$ cat config.mk
export PLATFORM = sky130hd
export DESIGN_NAME = pmr_div
export DESIGN_NICKNAME = d
export VERILOG_FILES = /design/src/rtl/core/pmr_pkg.sv /design/src/rtl/core/pmr_div.sv
export SDC_FILE = /design/constraint.sdc
export NUM_CORES = 1
export LEC_CHECK = 0
export BUFFER_PORTS_ARGS = -buffer_cell sky130_fd_sc_hd__buf_2
export CORE_MARGIN = 1.5
export CORE_UTILIZATION = 53
export DETAILED_ROUTE_END_ITERATION = 8
export PLACE_DENSITY = 0.77
export SLEW_MARGIN = 20
export SYNTH_ARGS = -nofsm -noshare
export SYNTH_HDL_FRONTEND = slang
export SYNTH_SLANG_ARGS = --single-unit
$ cat constraint.sdc
create_clock -name i_clk -period 1.7 [get_ports i_clk]
set_input_delay 0.255 -clock i_clk [delete_from_list [all_inputs] [get_ports i_clk]]
set_output_delay 0.255 -clock i_clk [all_outputs]
set_load 0.01 [all_outputs]
$ cat src/rtl/core/pmr_pkg.sv
// ----------------------------------------------------------------------------
// pmr_pkg
// Shared types and constants of the polygon mask rasterizer.
// ----------------------------------------------------------------------------
package pmr_pkg;

    localparam int GRID_SIDE_DEF    = 32;
    localparam int MAX_VERTICES_DEF = 64;

    localparam int COORD_W = 32;
    localparam int MASK_W  = 32;
    localparam int ROW_W   = 5;

    typedef logic [1:0] t_opcode;

    localparam t_opcode OP_CLEAR     = 2'd0;
    localparam t_opcode OP_APPEND    = 2'd1;
    localparam t_opcode OP_TEST      = 2'd2;
    localparam t_opcode OP_RASTERIZE = 2'd3;

    typedef logic signed [COORD_W-1:0] t_coord;

    // Request to the edge walker: test one point against the stored ring.
    typedef struct packed {
        logic   start;
        t_coord px;
        t_coord py;
    } t_walk_req;

    typedef struct packed {
        logic done;
        logic in_poly;
    } t_walk_rsp;

endpackage

$ cat src/rtl/core/pmr_div.sv
// ----------------------------------------------------------------------------
// pmr_div
// Division of a 32-bit magnitude by a constant through a reciprocal multiply.
// Products, quotient and remainder are registered in turn; o_done marks them.
// ----------------------------------------------------------------------------
module pmr_div #(
    parameter int DIVISOR = 2 * pmr_pkg::GRID_SIDE_DEF
) (
    input  logic                         i_clk,
    input  logic                         i_rst_n,
    input  logic                         i_start,
    input  logic [31:0]                  i_dividend,
    output logic                         o_done,
    output logic [31:0]                  o_quot,
    output logic [$clog2(DIVISOR)-1:0]   o_rem
);
    localparam int DW = $clog2(DIVISOR);
    localparam int SH = 32 + DW;
    // Rounded-up reciprocal; with this shift the product gives the exact
    // floor quotient for every 32-bit dividend.
    localparam logic [63:0] RECIP =
        ((64'd1 << SH) + 64'(DIVISOR) - 64'd1) / 64'(DIVISOR);
    localparam logic [15:0]   RECIP_LO = RECIP[15:0];
    localparam logic [16:0]   RECIP_HI = RECIP[32:16];
    localparam logic [DW-1:0] DIV_LO   = DW'(DIVISOR);

    logic          r_v1, r_v2, r_v3, r_v4;
    logic          r_done;
    logic [31:0]   r_n;
    logic [47:0]   r_plo;
    logic [48:0]   r_phi;
    logic [64:0]   r_prod;
    logic [31:0]   r_q;
    logic [DW-1:0] r_rem;
    logic [DW-1:0] qd_lo;

    // The remainder is below the divisor, so its low bits are enough.
    assign qd_lo = r_q[DW-1:0] * DIV_LO;

    always_ff @(posedge i_clk) begin
        if (!i_rst_n) begin
            r_v1   <= 1'b0;
            r_v2   <= 1'b0;
            r_v3   <= 1'b0;
            r_v4   <= 1'b0;
            r_done <= 1'b0;
        end else begin
            r_v1   <= i_start;
            r_v2   <= r_v1;
            r_v3   <= r_v2;
            r_v4   <= r_v3;
            r_done <= r_v4;
        end
    end

    always_ff @(posedge i_clk) begin
        if (i_start) begin
            r_n <= i_dividend;
        end
        if (r_v1) begin
            r_plo <= r_n * RECIP_LO;
            r_phi <= r_n * RECIP_HI;
        end
        if (r_v2) begin
            r_prod <= {r_phi, 16'd0} + 65'(r_plo);
        end
        if (r_v3) begin
            r_q <= 32'(r_prod >> SH);
        end
        if (r_v4) begin
            r_rem <= r_n[DW-1:0] - qd_lo;
        end
    end

    assign o_done = r_done;
    assign o_quot = r_q;
    assign o_rem  = r_rem;

    a_done_pipe: assert property (@(posedge i_clk) disable iff (!i_rst_n)
        r_v4 |=> r_done)
        else $error("division result not flagged");

    a_rem_range: assert property (@(posedge i_clk) disable iff (!i_rst_n)
        r_done |-> ((DW+1)'(r_rem) < (DW+1)'(DIVISOR)))
        else $error("division remainder out of range");

    a_start_idle: assert property (@(posedge i_clk) disable iff (!i_rst_n)
        i_start |-> !(r_v1 || r_v2 || r_v3 || r_v4))
        else $error("division started while one is running");

endmodule

==> results_dict.tcl, run 1 <==
set metrics [dict create \
    crit_family "flip-flops" \
    cp_slowest_stage_delay_ps 370 \
    htreeDepth 4 \
    crit_chain "buf_2" \
    critical_path.startpoint_type "register" \
    io_pins 74 \
    coreArea_sq_mm 0.00676 \
    avgViaCountPerCell 4.58 \
    maxCapViolations 0 \
    clk_pin_slew_ps 50 \
    synthTopCellsByCount "edfxtp_1, buf_4, and2_1, dfxtp_1, conb_1" \
    synth_most_common_cell "edfxtp_1" \
    cts.path.max_buffers 2 \
    worstSkewPairLatency_ps 490 \
    nNetsFinal 288 \
    synth_edf_count 116 \
    path_class "reg -> out" \
    syn_inst 133 \
    preCtsSetupSlack_ps 504 \
    cts_sinks 121 \
    tns_ps 0 \
    antenna_found_initial 0 \
    synth.distinct_cells 5 \
    grt_pass1_wl_um 7870 \
    ctsHoldBuffers 32 \
    numCtsBuffers 17 \
    slew_violations 0 \
    die_width_um 86.1 \
    ys.flop_type "edfxtp_1" \
    initial_utilization 0.542 \
    max_freq_mhz 785 \
    route.met3.wl_um 325 \
    totalWireLength_um 5150 \
    worstPathArrival_ps 1020 \
    grt_remaining_overflow 0 \
    grt_max_degree 34 \
    slew_headroom 0.541 \
    antenna-diode-count 0 \
    cp.required_ps 1440 \
    fin_crit_ps 1270 \
    ys_seq_area_frac 0.978 \
    root_buffer "clkbuf_8" \
    setup_ws_ps 426 \
    grt_pass1_vias 1636 \
    postRouteAntennaNets 0 \
    gp_congestion 0.676 \
    wire_per_inst_um 14.9 \
    final_area_sq_mm 0.00502 \
    rsz0062_at_grt "false" \
    synth-seq-cells 121 \
    synth_area_leaders "edfxtp_1, dfxtp_1, buf_4" \
    drt-initial-drc-count 45 \
    cts_resized 0 \
    path_max_fanout 1 \
    skew_ps 6.08 \
    synth_warnings 0 \
    tritoncts "done" \
    dpl.hpwl_um 2670 \
    vdd_drop_max_mv 0.976 \
    track_usage 0.155 \
    synth.avg_cell_area_sq_um 27.5 \
    setup_viol 0 \
    yosys.area.top_type "edfxtp_1" \
    portBuffers 67 \
    die_h_um 86.1 \
    drc_errors 0 \
    wirelength_met1_um 2090 \
    syn_area_sq_mm 0.00366 \
    syn2layout_area_growth_pct 37.0 \
    dr.max_layer_used "met4" \
    dr.pass1.iters 4 \
    dieArea_sq_mm 0.00742 \
    outcome "finished clean" \
    post-route-period-util 0.750 \
    wl_met2_um 2650 \
    synth_top_area_frac 0.951 \
    crit_slowest_cell "edfxtp_1" \
    path_buf_inv 1 \
    hold_class "in -> reg" \
    postCtsSetupBuffers 0 \
    async_flop_share 0 \
    vias 1583 \
    postPlaceCellArea_sq_mm 0.00411 \
    tightest_slew_ps 689 \
    worstSetupEndpointType "primary output" \
    fin_util 0.743 \
    power_density_mw_per_mm2 1410 \
    final-hold-violation-count 0 \
    p_leak_nw 1.87 \
    drive_above_1_share 0.372 \
    rows 30 \
]
[where the power goes]
part | total, mW | internal (mW) | switching [mW] | leakage (nW)
registers | 3.45 | 3.41 | 0.0391 | 1.13
logic | 0.153 | 0.0844 | 0.0685 | 0.452
clock network | 3.44 | 2.33 | 1.11 | 0.292
total | 7.05 | 5.83 | 1.22 | 1.87
[sequential cells by signal, indices dropped and copies added, names as in the netlist]
register	count
r_n	32
o_quot	26
r_phi	26
r_prod	26
o_rem	6
o_done	1
r_v1	1
r_v2	1
r_v3	1
r_v4	1
[area by class of cell]
| type | instances | area, sq um |
|---|---|---|
| sequential | 121 | 3580 |
| clock buffer | 23 | 467 |
| timing repair buffer | 102 | 691 |
| clock inverter | 9 | 123 |
| multi-input combinational | 11 | 53.8 |
| tap | 80 | 100 |
| fill | 358 | 1740 |
[cell families (layout without fill, tap and decap cells)]
logic type,count (synthesis),in the layout,synth area share
flip-flops,121,121,0.978
AND/OR/NAND/NOR,5,5,0.00854
buffers and inverters,6,134,0.0123
other,1,6,0.00102
[worst paths after layout]
check                                 from    endpoint  slack [ps]  cells after the start
worst max-delay path            o_quot[10]  o_quot[10]         430                      1
worst max register to register        r_v1   r_phi[43]         640                      1
worst min register to register   r_phi[33]  r_prod[49]         420                      0
worst min-delay path               i_rst_n        r_v4          70                      2
[cell usage in the layout, fill, tap and decap left out]
cell type / count
buf_12: 1
buf_2: 67
clkbuf_8: 4
dfxtp_1: 5
clkinvlp_4: 1
dlygate4sd3_1: 32
clkinv_2: 5
clkbuf_16: 16
buf_4: 2
conb_1: 6
clkbuf_1: 3
edfxtp_1: 116
and2_1: 5
bufinv_16: 3
[layer usage]
| layer | global-route usage | vias up |
|---|---|---|
| met5 | 0 | - |
| met4 | 0.0982 | 0 |
| met3 | 0.0712 | 9 |
| met2 | 0.244 | 63 |
| met1 | 0.171 | 754 |
| li1 | - | 757 |
[through the flow]
step | power [mW] | hold WS, ps | cells
5_1_grt | 7.25 | 56.1 | 346
3_3_place_gp | 3.59 | 404 | 282
2_1_floorplan | 3.53 | 354 | 138
4_1_cts | 7.11 | 35.2 | 346
3_5_place_dp | 3.60 | 405 | 282
6_report | 7.05 | 72.3 | 346
No activity file was read; power rests on OpenSTA's default activity.
==> run 2: changes to the inputs <==
--- a/config.mk
+++ b/config.mk
@@ -5,11 +5,12 @@
 export SDC_FILE = /design/constraint.sdc
 export NUM_CORES = 1
 export LEC_CHECK = 0
+export ABC_AREA = 1
 export BUFFER_PORTS_ARGS = -buffer_cell sky130_fd_sc_hd__buf_2
 export CORE_MARGIN = 1.5
-export CORE_UTILIZATION = 53
+export CORE_UTILIZATION = 48
 export DETAILED_ROUTE_END_ITERATION = 8
-export PLACE_DENSITY = 0.77
+export PLACE_DENSITY = 0.74
 export SLEW_MARGIN = 20
 export SYNTH_ARGS = -nofsm -noshare
 export SYNTH_HDL_FRONTEND = slang
==> constraint.sdc (replaced) <==
create_clock -name i_clk -period 1.15 [get_ports i_clk]
set_input_delay 0.1725 -clock i_clk [delete_from_list [all_inputs] [get_ports i_clk]]
set_output_delay 0.1725 -clock i_clk [all_outputs]
set_load 0.01 [all_outputs]
==> run 2 against run 1 <==
  * The run now ends with negative setup slack left
  * Non-clock buffer count grew 2
  * Power up 61%
  * Flip-flop and latch count stayed put
  * Routed wire length rose by 10%
  * Combinational power up 63%
  * Highest routed layer unchanged
==> results_dict.tcl, run 2 <==
set metrics [dict create \
    largest_reg_flops 32 \
    synth_xor_area_frac 0 \
    grt_pass1_wl_um 8760 \
    clk_pin_slew_ps 60 \
    largest-register "r_n" \
    path_class "reg -> out" \
    syn_area_sq_mm 0.00367 \
    cp.required_ps 980 \
    fin_crit_ps 1240 \
    postRouteAntennaNets 0 \
    synth_warnings 0 \
    outcome "finished, violations left" \
    vdd_drop_max_mv 1.29 \
    violations "negative setup slack" \
    synth.area.mux_share 0 \
    rsz0062_at_grt "true" \
    setup_ws_ps -91.3 \
    grt_pass1_vias 1773 \
    power_density_mw_per_mm2 2180 \
    max_freq_mhz 806 \
    htreeDepth 4 \
    syn_inst 138 \
    die_h_um 90.4 \
    initial_utilization 0.501 \
    track_usage 0.157 \
    synth_edf_count 116 \
    synth.distinct_cells 6 \
    die_width_um 90.4 \
    tritoncts "done" \
    worstPathArrival_ps 1070 \
    crit_chain "buf_2" \
    nNetsFinal 295 \
    drt-initial-drc-count 105 \
    path_buf_inv 1 \
    hold_path_startpoint "i_start" \
    setup_viol 32 \
    dp_cells 307 \
    grt_remaining_overflow 0 \
    hold_class "in -> reg" \
    post-route-period-util 1.08 \
    dieArea_sq_mm 0.00818 \
    synth_simple_gate_area_frac 0.00511 \
    crit_family "flip-flops" \
    cp_slowest_stage_delay_ps 400 \
    worstSetupEndpointType "primary output" \
    synth-compound-area-share 0 \
    io_pins 74 \
    final_common_cell "edfxtp_1" \
    synth_top_area_frac 0.949 \
    preCtsSetupSlack_ps 260 \
    cts_sinks 121 \
    synthAdderAreaFrac 0 \
    vias 1634 \
    dr.pass1.iters 4 \
    path_max_fanout 1 \
    coreArea_sq_mm 0.00733 \
    portBuffers 67 \
    wire_per_inst_um 15.3 \
    drive_above_1_share 0.388 \
    synth-seq-cells 121 \
    worstSkewPairLatency_ps 510 \
    dpl.hpwl_um 3070 \
    fin_util 0.710 \
    postPlaceCellArea_sq_mm 0.00419 \
    mostFrequentLayoutCells "edfxtp_1, buf_2, dlygate4sd3_1" \
    maxCapViolations 0 \
    cts.path.max_buffers 2 \
    rows 31 \
    synth_area_leaders "edfxtp_1, dfxtp_1, buf_4" \
    antenna_found_initial 1 \
    fin_cells 373 \
    synth_top_family_by_area "buffers and inverters" \
    critical_path.startpoint_type "register" \
    synth.avg_cell_area_sq_um 26.6 \
    numCtsBuffers 17 \
    final-hold-violation-count 0 \
    crit_slowest_cell "edfxtp_1" \
    crit_start "o_rem[2]" \
    drc_errors 0 \
    grt_max_degree 34 \
    skew_ps 6.37 \
    final_area_sq_mm 0.00521 \
    yosys.area.top_type "edfxtp_1" \
    rr_startpoint "r_v3" \
    ys_seq_area_frac 0.976 \
    root_buffer "clkbuf_8" \
    ys.flop_type "edfxtp_1" \
    async_flop_share 0 \
    syn2layout_area_growth_pct 41.9 \
    synth_most_common_cell "edfxtp_1" \
    slew_violations 0 \
    synthTopCellsByCount "edfxtp_1, buf_4, dfxtp_1, inv_1, nand2_1" \
    gp_congestion 0.766 \
    avgViaCountPerCell 4.38 \
    totalWireLength_um 5690 \
    p_leak_nw 1.96 \
]
run 2: cell count changes in the layout (fill, tap and decap cells not counted), sizes merged, moves of 2 or more:
cell      delta
inv          +5
clkinvlp     +2
clkbuf       -4
nand2        +5
clkinv       -2
bufinv       +4
and2         -5
run 2: timing repair:
| item | 4_1_cts | 5_1_grt |
|---|---|---|
| hold buffers | 33 | 0 |
| resized for setup | 1 | 1 |
| endpoints found under the setup margin | 33 | 33 |
| setup buffers | 0 | 0 |
| cloned | 0 | 0 |
| endpoints found under the hold margin | 37 | 0 |
run 2: kinds of logic after synthesis:
logic type,after synthesis
buffers and inverters,11
DFF,121
other,1
and+or+nand+nor,5
run 2: stage by stage:
stage          hold slack [ps]  power, mW  setup TNS (ps)
3_5_place_dp               351       5.35               0
3_3_place_gp               349       5.33               0
4_1_cts                   62.3       11.4           -2000
6_report                  80.3       11.4           -1100
2_1_floorplan              266       5.22               0
5_1_grt                   89.6       11.7           -2600
run 2: where the power goes:
group	leakage, nW	internal, mW	total (mW)	switching, mW
registers	1.13	5.05	5.11	0.0615
logic	0.510	0.140	0.250	0.110
clock network	0.324	4.22	5.99	1.78
run 2: layout make-up:
cell class,instances,area [sq um]
clock buffers,19,432
well taps,99,124
diodes,1,2.50
repair buffers,104,752
clock inverters,13,248
multi-input cells,11,41.3
flip-flops and latches,121,3590
fillers,418,2120
inverters,5,18.8
run 2: final timing paths:
check,to,slack (ps),depth (start not counted)
worst max register to register,o_quot[16],250,1
worst max-delay path,o_rem[2],-90,1
worst min register to register,r_prod[51],410,0
worst min-delay path,r_v1,80,4
run 2: per-layer routing:
metal  share of wire  vias to the layer above  track usage
li1                -                      781            -
met1            0.41                      763        0.176
met2            0.48                       76        0.232
met3           0.069                       14       0.0631
met4           0.034                        0        0.135
met5               0                        -            0
==> run 3: changes to the inputs <==
--- a/config.mk
+++ b/config.mk
@@ -6,11 +6,13 @@
 export NUM_CORES = 1
 export LEC_CHECK = 0
 export ABC_AREA = 1
-export BUFFER_PORTS_ARGS = -buffer_cell sky130_fd_sc_hd__buf_2
+export BUFFER_PORTS_ARGS = -buffer_cell sky130_fd_sc_hd__clkbuf_2
+export CELL_PAD_IN_SITES_DETAIL_PLACEMENT = 0
+export CELL_PAD_IN_SITES_GLOBAL_PLACEMENT = 1
 export CORE_MARGIN = 1.5
-export CORE_UTILIZATION = 48
+export CORE_UTILIZATION = 42
 export DETAILED_ROUTE_END_ITERATION = 8
-export PLACE_DENSITY = 0.74
+export PLACE_DENSITY_LB_ADDON = 0.1
 export SLEW_MARGIN = 20
 export SYNTH_ARGS = -nofsm -noshare
 export SYNTH_HDL_FRONTEND = slang
==> run 3 against run 2 <==
  * The run still ends with negative setup slack left
  * Fmax increased by 2.1%
  * Non-clock buffer count rose by 4
  * Critical path depth did not move
  * Routed wire length fell by 5.8%
  * Count of clock-buffer cells in the layout decreased by 2
  * Highest routed layer unchanged
  * Global-route usage shrank 2.4 points
  * Power decreased by 10%
  * Combinational power up 4%
  * Largest power group is now registers
  * Core utilization is 9.7 points lower
==> results_dict.tcl, run 3 (same netlist as run 2, synthesis figures left out) <==
set metrics [dict create \
    critical_path.startpoint_type "register" \
    rrSetupSlack_ps 300 \
    rows 33 \
    die_width_um 96.5 \
    antenna-diode-count 0 \
    violations "negative setup slack" \
    io_pins 74 \
    path_buf_inv 1 \
    cts_sinks 121 \
    grt_pass1_wl_um 8100 \
    drt-initial-drc-count 64 \
    crit_start "o_quot[18]" \
    max_freq_mhz 823 \
    initial_utilization 0.440 \
    portBuffers 67 \
    clk_pin_slew_ps 50 \
    path_class "reg -> out" \
    postPlaceCellArea_sq_mm 0.00424 \
    cp_num_cells 1 \
    slew_violations 0 \
    coreArea_sq_mm 0.00834 \
    cp_slowest_stage_delay_ps 400 \
    track_usage 0.133 \
    crit_chain "clkbuf_2" \
    post-route-period-util 1.06 \
    drc_errors 0 \
    antenna_found_initial 0 \
    avgViaCountPerCell 4.30 \
    wirelength_met1_um 1790 \
    largest_reg_flops 32 \
    postRouteAntennaNets 0 \
    dr.max_layer_used "met4" \
    swShare 0.176 \
    gp_congestion 0.674 \
    crit_path_end "o_quot[18]" \
    wire_per_inst_um 14.1 \
    drive_above_1_share 0.376 \
    setup_viol 27 \
    power_density_mw_per_mm2 1990 \
    grt_pass1_vias 1700 \
    mostFrequentLayoutCells "edfxtp_1, clkbuf_2, dlygate4sd3_1" \
    path_max_fanout 1 \
    grt_remaining_overflow 0 \
    p_switching_mw 1.79 \
    die_h_um 96.5 \
    maxCapViolations 0 \
    syn2layout_area_growth_pct 39.4 \
    totalWireLength_um 5360 \
    dr.pass1.iters 4 \
    outcome "finished, violations left" \
    r2r-end "r_prod[47]" \
    p_clk_frac 0.474 \
    tritoncts "done" \
    final_common_cell "edfxtp_1" \
    hold_depth 4 \
    rsz0062_at_grt "true" \
    largest-register "r_n" \
    cts.path.max_buffers 2 \
    setup_ws_ps -65.8 \
    crit_family "flip-flops" \
    final-hold-violation-count 0 \
    skew_ps 6.51 \
    rr_startpoint "r_v2" \
    route.met3.wl_um 270 \
    nNetsFinal 299 \
    fin_util 0.613 \
    worstSetupEndpointType "primary output" \
    internal_power_mw 8.40 \
    numCtsBuffers 17 \
    worstSkewPairLatency_ps 500 \
    cp.required_ps 980 \
    vias 1629 \
    p_leak_nw 1.94 \
    worstPathArrival_ps 1040 \
    dieArea_sq_mm 0.00931 \
    seqPwrFrac 0.500 \
    final_area_sq_mm 0.00512 \
    total_power_mw 10.2 \
    fin_crit_ps 1220 \
    htreeDepth 4 \
    comb_power_share 0.026 \
    vdd_drop_max_mv 1.25 \
    hold_class "in -> reg" \
    postCtsSetupBuffers 0 \
    worstRegToRegCells 1 \
    crit_slowest_cell "edfxtp_1" \
    root_buffer "clkbuf_8" \
    grt_max_degree 24 \
    wl_met2_um 3230 \
]
==> run 3: changes by cell type in the layout (fill, tap and decap cells not counted), moves of 3 or more <==
cell       change
buf_2         -64
buf_4          +3
bufinv_16      -4
clkbuf_2      +65
clkinv_1       +4
==> run 3: metal layers <==
layer	track usage	up-vias
li1	-	777
met1	0.114	792
met2	0.245	53
met3	0.0618	7
met4	0.0797	0
met5	0	-
==> run 3: power groups by stage <==
| stage | clock, mW | sequential (mW) | combinational (mW) |
|---|---|---|---|
| 2_1_floorplan | 0 | 5.19 | 0.0270 |
| 3_3_place_gp | 0 | 5.18 | 0.166 |
| 3_5_place_dp | 0 | 5.19 | 0.173 |
| 4_1_cts | 4.96 | 5.10 | 0.261 |
| 5_1_grt | 5.15 | 5.11 | 0.284 |
| 6_report | 4.83 | 5.10 | 0.260 |
==> run 3: worst min path at each step <==
stage / to / slack (ps) / from
after floorplan: r_v1 / 270 / i_start
final: r_v1 / 90 / i_start
after global routing: r_n[2] / 90 / i_start
after CTS: r_v1 / 50 / i_start
after global placement: r_n[3] / 350 / i_dividend[3]
after detailed placement: r_n[11] / 350 / i_dividend[11]
==> run 3: stage by stage <==
step           setup WS (ps)  hold slack [ps]  cells  TNS, ps
6_report               -65.8             86.3    379     -573
5_1_grt                 -127             87.1    379    -2540
4_1_cts                 -110             50.4    379    -1800
3_5_place_dp             308              351    317        0
3_3_place_gp             318              350    317        0
2_1_floorplan            190              266    143        0
==> run 3: what timing repair did <==
| action | in CTS | in global routing |
|---|---|---|
| resized for setup | 0 | 2 |
| setup endpoints to repair | 32 | 33 |
| gates cloned | 0 | 0 |
| pin swaps | 0 | 0 |
| hold buffers | 33 | 0 |
| hold endpoints to repair | 37 | 0 |
==> run 3: cell type report <==
type / count / area (sq um)
inverter: 5 / 18.8
tap: 105 / 131
fill: 593 / 3220
multi-input combinational: 11 / 41.3
clock inverter: 12 / 135
sequential: 121 / 3590
clock buffer: 17 / 414
timing repair buffer: 108 / 788
